<file path="src/hw/rtl/dmc_pkg.sv">
`timescale 1ns / 1ps
// ---------------------------------------------------------------------------
// Direct-mapped cache package
// Geometry, field widths, command codes, controller states and the command
// and status bundles shared by the controller and the datapath.
// ---------------------------------------------------------------------------
package dmc_pkg;

    // Cache and backing memory geometry.
    localparam int LINES        = 8;
    localparam int LINE_BYTES   = 16;
    localparam int MEMORY_BYTES = 4096;

    // Field widths.
    localparam int ADDR_W  = 12;
    localparam int DATA_W  = 8;
    localparam int OFFS_W  = $clog2(LINE_BYTES);
    localparam int LINE_W  = $clog2(LINES);
    localparam int BLOCK_W = ADDR_W - OFFS_W;
    localparam int TAG_W   = BLOCK_W - LINE_W;
    localparam int MEM_AW  = $clog2(MEMORY_BYTES);
    localparam int CBUF_AW = LINE_W + OFFS_W;
    localparam int CNT_W   = 32;

    // Reset value of the miss penalty register.
    localparam logic [DATA_W-1:0] PENALTY_RESET = 8'd20;

    // Last byte index within a line.
    localparam logic [OFFS_W-1:0] LAST_OFFS = OFFS_W'(LINE_BYTES - 1);

    // Saturation value of the counters.
    localparam logic [CNT_W-1:0] CNT_MAX = {CNT_W{1'b1}};

    // Input command codes.
    localparam logic CMD_PRELOAD = 1'b0;
    localparam logic CMD_READ    = 1'b1;

    // Controller states.
    typedef enum logic [2:0] {
        S_IDLE,
        S_LOOKUP,
        S_FILL,
        S_DRAIN,
        S_RDREQ,
        S_DONE
    } t_state;

    // Commands from the controller to the datapath.
    typedef struct packed {
        logic preload;      // write the input byte into backing memory
        logic accept_read;  // capture the address of a read item
        logic lookup;       // compare tag, update counters, claim line on miss
        logic fill_step;    // read one backing byte for the line refill
        logic line_rd;      // read the addressed byte of the cache line
        logic load_out;     // load the result register
    } t_dp_cmd;

    // Status from the datapath to the controller.
    typedef struct packed {
        logic hit;          // tag of the captured address matches its line
        logic fill_last;    // refill counter is at the last byte of the line
        logic out_free;     // result register can take a new item
    } t_dp_sts;

endpackage

</file>
<file path="src/hw/rtl/dmc_ctrl.sv">
`timescale 1ns / 1ps
// ---------------------------------------------------------------------------
// Cache controller
// State machine that sequences lookup, line refill, cache read and result
// hand-off, driving the datapath through a command bundle.
// ---------------------------------------------------------------------------
module dmc_ctrl
    import dmc_pkg::*;
(
    input  logic    i_clk,
    input  logic    i_rst_n,
    input  logic    i_valid,
    input  logic    i_command,
    output logic    o_ready,
    input  t_dp_sts i_sts,
    output t_dp_cmd o_cmd
);

    t_state r_state;
    t_state n_state;

    // State register.
    always_ff @(posedge i_clk) begin
        if (!i_rst_n) begin
            r_state <= S_IDLE;
        end else begin
            r_state <= n_state;
        end
    end

    // Next state.
    always_comb begin
        n_state = r_state;
        case (r_state)
            S_IDLE: begin
                if (i_valid && i_command == CMD_READ) begin
                    n_state = S_LOOKUP;
                end
            end
            S_LOOKUP: begin
                n_state = i_sts.hit ? S_RDREQ : S_FILL;
            end
            S_FILL: begin
                if (i_sts.fill_last) begin
                    n_state = S_DRAIN;
                end
            end
            S_DRAIN: begin
                n_state = S_RDREQ;
            end
            S_RDREQ: begin
                n_state = S_DONE;
            end
            S_DONE: begin
                if (i_sts.out_free) begin
                    n_state = S_IDLE;
                end
            end
            default: begin
                n_state = S_IDLE;
            end
        endcase
    end

    // Outputs.
    always_comb begin
        o_ready = 1'b0;
        o_cmd   = '0;
        case (r_state)
            S_IDLE: begin
                o_ready             = 1'b1;
                o_cmd.preload       = i_valid && i_command == CMD_PRELOAD;
                o_cmd.accept_read   = i_valid && i_command == CMD_READ;
            end
            S_LOOKUP: begin
                o_cmd.lookup = 1'b1;
            end
            S_FILL: begin
                o_cmd.fill_step = 1'b1;
            end
            S_DRAIN: begin
                o_cmd = '0;
            end
            S_RDREQ: begin
                o_cmd.line_rd = 1'b1;
            end
            S_DONE: begin
                o_cmd.load_out = i_sts.out_free;
            end
            default: begin
                o_cmd = '0;
            end
        endcase
    end

    // A read item always goes to the tag lookup next.
    a_read_to_lookup: assert property (@(posedge i_clk) disable iff (!i_rst_n)
        o_cmd.accept_read |=> r_state == S_LOOKUP)
        else $error("read item did not enter lookup");

    // The last refill step is followed by the drain of the final write.
    a_fill_ends: assert property (@(posedge i_clk) disable iff (!i_rst_n)
        (r_state == S_FILL && i_sts.fill_last) |=> r_state == S_DRAIN)
        else $error("refill did not end after the last byte");

    // A cache read is always followed by loading or waiting for the result slot.
    a_read_then_done: assert property (@(posedge i_clk) disable iff (!i_rst_n)
        o_cmd.line_rd |=> r_state == S_DONE)
        else $error("cache read not followed by result stage");

endmodule

</file>
<file path="config.mk">
export PLATFORM = sky130hd
export DESIGN_NAME = dmc_ctrl
export DESIGN_NICKNAME = d
export VERILOG_FILES = /design/src/hw/rtl/dmc_pkg.sv /design/src/hw/rtl/dmc_ctrl.sv
export SDC_FILE = /design/constraint.sdc
export NUM_CORES = 1
export LEC_CHECK = 0
export ABC_AREA = 1
export BUFFER_PORTS_ARGS = -buffer_cell sky130_fd_sc_hd__buf_2
export CELL_PAD_IN_SITES_DETAIL_PLACEMENT = 0
export CELL_PAD_IN_SITES_GLOBAL_PLACEMENT = 2
export CORE_MARGIN = 10
export CORE_UTILIZATION = 15
export DETAILED_ROUTE_END_ITERATION = 8
export GPL_ROUTABILITY_DRIVEN = 0
export PLACE_DENSITY = 0.67
export SLEW_MARGIN = 5
export SYNTH_ARGS = -nofsm -noshare
export SYNTH_HDL_FRONTEND = slang
export SYNTH_SLANG_ARGS = --single-unit
</file>
<file path="constraint.sdc">
create_clock -name i_clk -period 0.89 [get_ports i_clk]
set_input_delay 0.1335 -clock i_clk [delete_from_list [all_inputs] [get_ports i_clk]]
set_output_delay 0.1335 -clock i_clk [all_outputs]
set_load 0.02 [all_outputs]
</file>
==> results of run 1 <==
Yosys cell counts (all sizes together):
cell and number:
nor3 2, inv 7, dfxtp 3, o21ai 1
nor4 1, nor2 9, a21oi 2, nand3 4
nand4 1, nand2 4, a31oi 1, clkinv 1
buf 2
placed cells by master, fill, tap and decap left out:
master / n
clkinv_4: 1
clkbuf_4: 3
nand2_4: 1
nor2_4: 4
nand3_1: 3
nor2_1: 5
buf_4: 8
nor4_4: 1
inv_2: 1
buf_2: 7
buf_6: 8
inv_1: 4
a31oi_1: 1
nand3_2: 1
nand2_1: 1
a21oi_1: 2
clkbuf_1: 1
o21ai_2: 1
inv_4: 2
nor3_4: 2
nand4_1: 1
nand2_2: 2
dfxtp_4: 3
metal layers:
metal  wire [um]  share of wire
met1         342           0.41
met2         460           0.55
met4           0              0
met5           0              0
met3          35          0.042
worst paths after layout:
path                     end  slack, ns  cells after the start        from
setup reg to reg  r_state[1]      -0.11                      5  r_state[0]
hold reg to reg   r_state[2]       0.66                      4  r_state[0]
setup / recovery    o_cmd[5]      -0.33                      6  r_state[0]
hold / removal    r_state[1]       0.15                      3     i_rst_n
final cells by class:
class | instances | area, um^2
repair buffers | 23 | 185
multi-input cells | 25 | 201
flip-flops and latches | 3 | 71.3
well taps | 16 | 20.0
clock buffers | 4 | 26.3
inverters | 8 | 40.0
fillers | 170 | 945
power groups by stage:
stage	clock, mW	sequential (mW)	combinational (mW)
6_report	0.236	0.212	0.579
5_1_grt	0.286	0.216	0.628
4_1_cts	0.238	0.211	0.518
3_5_place_dp	0	0.201	0.443
3_3_place_gp	0	0.203	0.440
2_1_floorplan	0	0.187	0.315
worst max-delay path, delay by kind of cell, from the launching register on:
| kind | cells | cell delay, ns |
|---|---|---|
| buffers and inverters | 2 | 0.17 |
| and+or+nand+nor | 4 | 0.32 |
| DFF | 1 | 0.36 |
cells by family (layout without fill, tap and decap cells):
kind of cell / count (synthesis) / in the layout
compound gates: 4 / 4
simple gates: 21 / 21
flops: 3 / 3
buf+inv: 10 / 35
through the flow:
stage | TNS [ns] | hold slack, ns | util | std cells | worst slack [ns]
floorplan | -0.375 | 0.265 | - | 38 | -0.128
global placement | -1.35 | 0.391 | 0.274 | 72 | -0.200
detailed placement | -1.31 | 0.389 | 0.274 | 72 | -0.193
CTS | -2.23 | 0.145 | 0.333 | 77 | -0.346
global route | -2.92 | 0.135 | 0.366 | 79 | -0.412
finish | -2.24 | 0.148 | 0.366 | 79 | -0.326
repair_timing:
action / 4_1_cts / 5_1_grt
endpoints found under the setup margin: 10 / 10
gates resized for setup: 19 / 9
setup buffers: 1 / 2
pin swaps: 7 / 8
hold buffers: 0 / 0
==> impl_metrics.py, run 1 <==
metrics = {
    "critical_path": {
        "crit_top_cell": "nor2_4",
        "cp.arrival_ns": 1.08,
        "path_cells": "nor2_4 > nand2_2 > inv_4 > nand2_4 > nor2_4 > buf_6",
        "crit_path_end_kind": "output port",
        "slowest_delay_ns": 0.36,
        "criticalPathCategory": "register to output port",
        "critPathRequiredTime_ns": 0.76,
        "crit_path_start_kind": "register",
        "cp_max_fo": 4,
        "crit_slowest_cell": "dfxtp_4",
    },
    "route": {
        "vias_per_cell": 4.08,
        "wl_um": 839,
        "via_count": 322,
        "wire_per_inst_um": 10.6,
        "drc_errors": 0,
        "drt_iter0_drc": 2,
        "firstDrtPassIters": 2,
        "drtAntennaViolNets": 0,
    },
    "synthesis": {
        "syn_inst": 38,
        "yosys.area_share.simple": 0.438,
        "synth-adder-area-share": 0,
        "synth.mux.area_fraction": 0,
        "syn-num-nets": 45,
        "yosys.area.top_type_share": 0.259,
        "synth_area_um2": 231,
        "syn_area_per_cell_um2": 6.09,
        "synth-seq-area-share": 0.259,
        "yosysTopAreaCell": "dfxtp_1",
        "yosysWarningCount": 0,
        "synthXorXnorAreaFrac": 0,
        "synth_top_family_by_area": "simple AND/OR/NAND/NOR gates",
        "yosysUniqueCellTypes": 17,
        "synth_compound_area_frac": 0.0919,
        "ys_ff_latch": 3,
        "yosys-top-cells-area": "dfxtp_1 (26%), nor2_1 (11%), nand3_1 (8.6%)",
    },
    "power": {
        "p_total_mw": 1.03,
        "clkPwrFrac": 0.230,
        "p_sw_frac": 0.406,
        "seqPwrFrac": 0.206,
        "comb_power_share": 0.564,
        "peakVddDrop_uv": 449,
        "power.leakage_nw": 0.251,
        "powerDensity_nw_per_um2": 1890,
        "switching_power_mw": 0.416,
        "internal_power_mw": 0.610,
    },
    "run_status": {
        "violations": "setup timing",
        "status": "finished with violations",
    },
    "grt": {
        "use_met3": 0.0300,
        "antenna_found_initial": 0,
        "globalRouteMet2Util": 0.0832,
        "met1_usage": 0.0515,
        "gr-total-overflow": 0,
        "grt_pass1_wl_um": 1420,
        "grt_max_degree": 6,
        "grt_pass1_vias": 333,
        "busiest_layer": "met2",
        "grt_usage": 0.0521,
    },
    "sta": {
        "timing.fmax_mhz": 822,
        "rsz0062_at_grt": "true",
        "hold_viol": 0,
        "max_slew.worst_pin.slew_ns": 0.187,
        "final-setup-viol-count": 10,
        "skew_ns": 0.00405,
        "maxSlewViolCount": 0,
        "min_period_ns": 1.22,
        "fin_crit_sh": 1.37,
        "relSlewSlack": 0.875,
        "fin_ws_ns": -0.326,
    },
    "cts": {
        "cts_tree": "yes",
        "cts.clk_slew.worst_paths_ns": 0.04,
        "clk_latency_ns": 0.23,
        "cts_buffers": 3,
        "clock-sinks": 3,
        "htree_levels": 1,
        "cts_buffer_depth": 2,
        "cts-root-buf": "clkbuf_4",
    },
    "placed_design": {
        "placed_cell_area_um2": 408,
        "port-buffer-count": 13,
        "dp_hpwl_um": 649,
    },
    "floorplan": {
        "die_h_um": 59.3,
        "core-area_um2": 1490,
        "rows": 14,
        "start_util": 0.155,
        "ios": 14,
        "die_w_um": 59.3,
        "dieArea_um2": 3510,
    },
    "layout": {
        "top_regs": "r_state (3)",
        "final_nets": 71,
        "fin_area_um2": 544,
        "antenna_cells": 0,
        "drive_gt1_frac": 0.714,
        "syn2layout_area_growth_pct": 135,
        "regMostFlops": "r_state",
        "largest_reg_flops": 3,
    },
    "hold_path": {
        "hold_path.class": "input pin to register",
    },
    "job": {
        "maxCapViolations": 0,
    },
}
No activity file was read; power rests on OpenSTA's default activity.
==> run 2: changes to the inputs <==
- ABC_AREA: 1 -> not set
- CORE_AREA: not set -> 10 10 47 49
- CORE_MARGIN: 10 -> not set
- CORE_UTILIZATION: 15 -> not set
- DIE_AREA: not set -> 0 0 57 59
- PLACE_DENSITY: 0.67 -> 0.65
==> run 2 against run 1 <==
The run still ends with setup timing left. Maximum frequency decreased by 2.8%. First-iteration DRC count decreased by 100%. Highest routed layer is now met4. Utilization increased by 2.2 points. Largest power group unchanged.
==> impl_metrics.py, run 2 <==
metrics = {
    "cts": {
        "htree_levels": 1,
        "cts.clk_slew.worst_paths_ns": 0.04,
        "cts_tree": "yes",
        "cts_buffer_depth": 2,
        "cts-root-buf": "clkbuf_4",
        "cts_hold_buf": 0,
        "clock-sinks": 3,
        "clk_latency_ns": 0.23,
        "cts_buffers": 3,
    },
    "sta": {
        "skew_ns": 0.00135,
        "timing.fmax_mhz": 799,
        "maxSlewViolCount": 0,
        "final-setup-viol-count": 10,
        "relSlewSlack": 0.882,
        "fin_ws_ns": -0.361,
        "whs_ns": 0.139,
        "max_slew.worst_pin.slew_ns": 0.176,
        "rsz0062_at_grt": "true",
        "min_period_ns": 1.25,
        "hold_viol": 0,
        "fin_crit_sh": 1.41,
        "setup_tns_ns": -2.67,
    },
    "run_status": {
        "violations": "setup timing",
        "status": "finished with violations",
    },
    "synthesis": {
        "ys_ff_latch": 3,
        "yosysUniqueCellTypes": 15,
        "synth_common_cells": "nor2_1 (4), dfxtp_1 (3), nand2_1 (3), nor3b_1 (3)",
        "syn_inst": 24,
        "yosys.area.top_type_share": 0.310,
        "synth_edf_count": 0,
        "syn_area_per_cell_um2": 8.08,
        "async_flop_share": 0,
        "synthFlopType": "dfxtp_1",
        "yosysMostFrequentCell": "nor2_1",
        "synth_area_um2": 194,
        "synth-seq-area-share": 0.310,
        "syn-num-nets": 31,
        "yosysTopAreaCell": "dfxtp_1",
        "yosysWarningCount": 0,
        "yosys-top-cells-area": "dfxtp_1 (31%), nor3b_1 (12%), nor2_1 (7.7%)",
    },
    "critical_path": {
        "r2r-end": "r_state[0]",
        "criticalPathCategory": "register to output port",
        "r2r_start": "r_state[2]",
        "cp.depth": 3,
        "critPathLaunch": "r_state[2]",
        "rrSetupSlack_ns": -0.21,
        "cp_top_family": "simple AND/OR/NAND/NOR gates",
        "cp.arrival_ns": 1.12,
        "path_cells": "nor3_4 > and3_4 > buf_6",
        "crit_end": "o_cmd[4]",
        "slowest_delay_ns": 0.35,
        "cp_max_fo": 4,
        "crit_path_end_kind": "output port",
        "critPathRequiredTime_ns": 0.76,
        "path_buf_inv": 1,
        "reg2regPathDepth": 4,
        "crit_slowest_cell": "dfxtp_4",
        "crit_path_start_kind": "register",
    },
    "grt": {
        "grt_max_degree": 6,
        "grt_pass1_wl_um": 1270,
        "gr-total-overflow": 0,
        "grt_pass1_vias": 292,
        "antenna_found_initial": 0,
        "grt_usage": 0.0468,
    },
    "job": {
        "maxCapViolations": 0,
    },
    "layout": {
        "antenna_cells": 0,
        "largest_reg_flops": 3,
        "regMostFlops": "r_state",
        "top_regs": "r_state (3)",
        "layout_commonest_cell": "buf_6",
        "syn2layout_area_growth_pct": 180,
        "final_cell_mix": "buf_6 (13), buf_2 (6), buf_4 (6)",
        "final_nets": 60,
        "drive_gt1_frac": 0.846,
    },
    "power": {
        "power.leakage_nw": 0.241,
        "p_total_mw": 0.669,
        "powerDensity_nw_per_um2": 1230,
        "peakVddDrop_uv": 558,
    },
    "placed_design": {
        "port-buffer-count": 13,
    },
    "hold_path": {
        "hold_path.class": "input pin to register",
        "worstHoldPathCells": 2,
    },
    "floorplan": {
        "die_w_um": 57,
        "dieArea_um2": 3360,
        "start_util": 0.138,
        "rows": 14,
        "core-area_um2": 1400,
        "die_h_um": 59,
        "ios": 14,
    },
    "route": {
        "wire_per_inst_um": 10.6,
        "drtAntennaViolNets": 0,
        "drt_iter0_drc": 0,
        "wl_um": 720,
        "firstDrtPassIters": 1,
        "via_count": 275,
        "drc_errors": 0,
        "vias_per_cell": 4.04,
    },
}
==> run 2: report_power, final <==
part	internal (mW)	switching, mW	total [mW]
Combinational	0.160	0.111	0.271
Clock	0.168	0.0698	0.238
Sequential	0.142	0.0179	0.160
Total	0.470	0.199	0.669
==> run 2: layout make-up <==
class                   instances  area (um^2)
clock buffers                   4         26.3
fillers                       151          858
multi-input cells              20          204
flip-flops and latches          3         71.3
well taps                      16         20.0
repair buffers                 25          221
==> run 2: per-stage QoR <==
stage,utilization,instance area (um^2),cells,setup WS [ns]
global placement,0.254,355,59,-0.154
floorplan,-,229,24,-0.223
global route,0.388,543,68,-0.424
CTS,0.344,482,66,-0.373
finish,0.388,543,68,-0.361
detailed placement,0.254,355,59,-0.155
==> run 2: worst min path at each step <==
stage	startpoint	endpoint	slack [ns]
after floorplan	i_rst_n	r_state[2]	0.25
after global placement	i_rst_n	r_state[2]	0.37
after detailed placement	i_rst_n	r_state[2]	0.38
after CTS	i_rst_n	r_state[2]	0.13
after global routing	i_rst_n	r_state[2]	0.14
final	i_rst_n	r_state[2]	0.14
==> run 2: per-layer routing <==
layer	global-route usage	wire, um	vias up
met5	0	0	-
met4	0.0403	6	0
met3	0.0258	96	2
met2	0.0605	290	14
met1	0.0537	327	118
li1	-	-	141
==> run 2: cell families (layout without fill, tap and decap cells) <==
family / count (synthesis) / count (layout) / share of synthesized area
mux: 1 / 1 / 0.0516
compound gates: 3 / 3 / 0.110
flops: 3 / 3 / 0.310
buf+inv: 1 / 29 / 0.0387
simple gates: 16 / 16 / 0.490
==> run 2: worst register-to-register path: cells and delay by family, from the launching register on <==
family,cells,cell delay [ns]
DFF,1,0.37
buffers and inverters,1,0.14
and+or+nand+nor,2,0.20
AOI/OAI and AO/OA,1,0.28
==> run 2: timing repair <==
item,CTS,global route
pin swaps,5,6
endpoints found under the setup margin,10,10
setup buffers,3,2
gates resized for setup,23,11
==> run 3: changes to the inputs <==
--- a/config.mk
+++ b/config.mk
@@ -15,3 +15,2 @@
 export PLACE_DENSITY = 0.65
-export SLEW_MARGIN = 5
 export SYNTH_ARGS = -nofsm -noshare
==> constraint.sdc (replaced) <==
create_clock -name i_clk -period 0.89 [get_ports i_clk]
set_input_delay 0 -clock i_clk [delete_from_list [all_inputs] [get_ports i_clk]]
set_output_delay 0 -clock i_clk [all_outputs]
set_load 0.02 [all_outputs]
==> run 3 against run 2 <==
The flow still finishes with violations (setup timing). Sequential share of layout area is 2.2 points higher. Non-clock buffer count is 2 lower. Clock power hardly changed. Critical endpoint unchanged. Total power is 9.4% lower. Maximum frequency is 11% higher. First-iteration DRC count is 1 higher. Utilization is 5.6 points lower. Largest cell class unchanged. Routed wire length is 7.9% lower. Combinational power is 22% lower.
==> impl_metrics.py, run 3 (synthesis gave the netlist of run 2 again) <==
metrics = {
    "grt": {
        "gr-total-overflow": 0,
        "grt_pass1_wl_um": 1160,
        "grt_max_degree": 7,
        "grt_usage": 0.0429,
        "grt_pass1_vias": 279,
        "antenna_found_initial": 0,
    },
    "layout": {
        "final_nets": 58,
        "fin_area_um2": 464,
        "top_regs": "r_state (3)",
        "antenna_cells": 0,
        "largest_reg_flops": 3,
        "regMostFlops": "r_state",
        "post-route-util": 0.331,
        "drive_gt1_frac": 0.700,
        "layout_commonest_cell": "buf_4",
        "syn2layout_area_growth_pct": 139,
        "final_cell_mix": "buf_4 (9), buf_2 (7), buf_6 (6)",
    },
    "critical_path": {
        "cp.arrival_ns": 1.13,
        "criticalPathCategory": "register to output port",
        "cp_max_fo": 5,
        "crit_path_end_kind": "output port",
        "critPathRequiredTime_ns": 0.89,
        "slowest_delay_ns": 0.37,
        "critPathLaunch": "r_state[2]",
        "crit_slowest_cell": "dfxtp_4",
        "r2r_start": "r_state[0]",
        "crit_path_start_kind": "register",
        "path_cells": "nor3_4 > and3_4 > buf_6",
    },
    "route": {
        "drtAntennaViolNets": 0,
        "firstDrtPassIters": 2,
        "wire_per_inst_um": 10.0,
        "via_count": 266,
        "vias_per_cell": 4.03,
        "drt_iter0_drc": 1,
        "drc_errors": 0,
        "wl_um": 663,
    },
    "power": {
        "p_sw_frac": 0.293,
        "clkPwrFrac": 0.391,
        "internal_power_mw": 0.428,
        "peakVddDrop_uv": 841,
        "seqPwrFrac": 0.259,
        "comb_power_share": 0.349,
        "switching_power_mw": 0.178,
        "powerDensity_nw_per_um2": 1310,
        "power.leakage_nw": 0.212,
    },
    "run_status": {
        "violations": "setup timing",
        "status": "finished with violations",
    },
    "floorplan": {
        "dieArea_um2": 3360,
        "core-area_um2": 1400,
        "start_util": 0.138,
        "ios": 14,
        "rows": 14,
        "die_w_um": 57,
        "die_h_um": 59,
    },
    "placed_design": {
        "placed_cell_area_um2": 353,
        "port-buffer-count": 13,
        "post-place-ws_ns": -0.118,
        "dp_hpwl_um": 516,
    },
    "sta": {
        "relSlewSlack": 0.873,
        "final-setup-viol-count": 10,
        "timing.fmax_mhz": 886,
        "min_period_ns": 1.13,
        "setup_tns_ns": -1.61,
        "maxSlewViolCount": 0,
        "fin_ws_ns": -0.238,
        "whs_ns": 0.0818,
        "rsz0062_at_grt": "true",
        "fin_crit_sh": 1.27,
        "max_slew.worst_pin.slew_ns": 0.190,
        "hold_viol": 0,
        "skew_ns": 0.00540,
    },
    "cts": {
        "clock-sinks": 3,
        "cts-root-buf": "clkbuf_4",
        "cts_buffers": 3,
        "cts.clk_slew.worst_paths_ns": 0.04,
        "htree_levels": 1,
        "clk_latency_ns": 0.23,
        "cts_buffer_depth": 2,
        "cts_tree": "yes",
    },
    "hold_path": {
        "hold_path.class": "input pin to register",
        "hp-start": "i_sts[1]",
    },
    "job": {
        "maxCapViolations": 0,
    },
}
-- run 3: cell types whose count changed in the layout (fill, tap and decap cells not counted), sizes merged --
cell,change
buf,-3
dlygate4sd3,+1
-- run 3: per-stage QoR --
stage          instances  total power [mW]
6_report              66             0.606
2_1_floorplan         24             0.258
3_5_place_dp          60             0.330
4_1_cts               66             0.612
5_1_grt               66             0.651
3_3_place_gp          60             0.331
-- run 3: repair_timing --
item | CTS | global route
setup endpoints to repair | 10 | 10
resized for setup | 17 | 4
hold buffers | 1 | 0
endpoints found under the hold margin | 1 | 0
pin swaps | 4 | 4
buffers inserted | 1 | 0
-- run 3: layout make-up --
| type | count | area, um^2 |
|---|---|---|
| tap | 16 | 20.0 |
| timing repair buffer | 23 | 180 |
| fill | 151 | 937 |
| clock buffer | 4 | 26.3 |
| multi-input combinational | 20 | 166 |
| sequential | 3 | 71.3 |
-- run 3: final timing paths --
path	slack [ns]	depth (start not counted)	endpoint
worst max register to register	-0.12	4	r_state[2]
worst max-delay path	-0.24	3	o_cmd[4]
worst min register to register	0.61	2	r_state[1]
worst min-delay path	0.08	3	r_state[0]
-- run 3: critical path: cells and delay by family, from the launching register on --
family                 cells  cell delay, ns
AND/OR/NAND/NOR            2            0.41
flip-flops                 1            0.37
buffers and inverters      1            0.11
-- run 3: power by group through the flow --
stage | Sequential (mW) | Clock [mW] | Combinational, mW
floorplan | 0.159 | 0 | 0.0985
global placement | 0.166 | 0 | 0.165
detailed placement | 0.166 | 0 | 0.164
CTS | 0.157 | 0.249 | 0.206
global route | 0.159 | 0.259 | 0.232
finish | 0.157 | 0.237 | 0.212
-- run 3: metal layers --
metal | GRT usage | up-vias | wire length [um]
met1 | 0.0455 | 119 | 289
li1 | - | 136 | -
met3 | 0.0408 | 0 | 90
met2 | 0.0558 | 11 | 284
met5 | 0 | - | 0
met4 | 0.0201 | 0 | 0
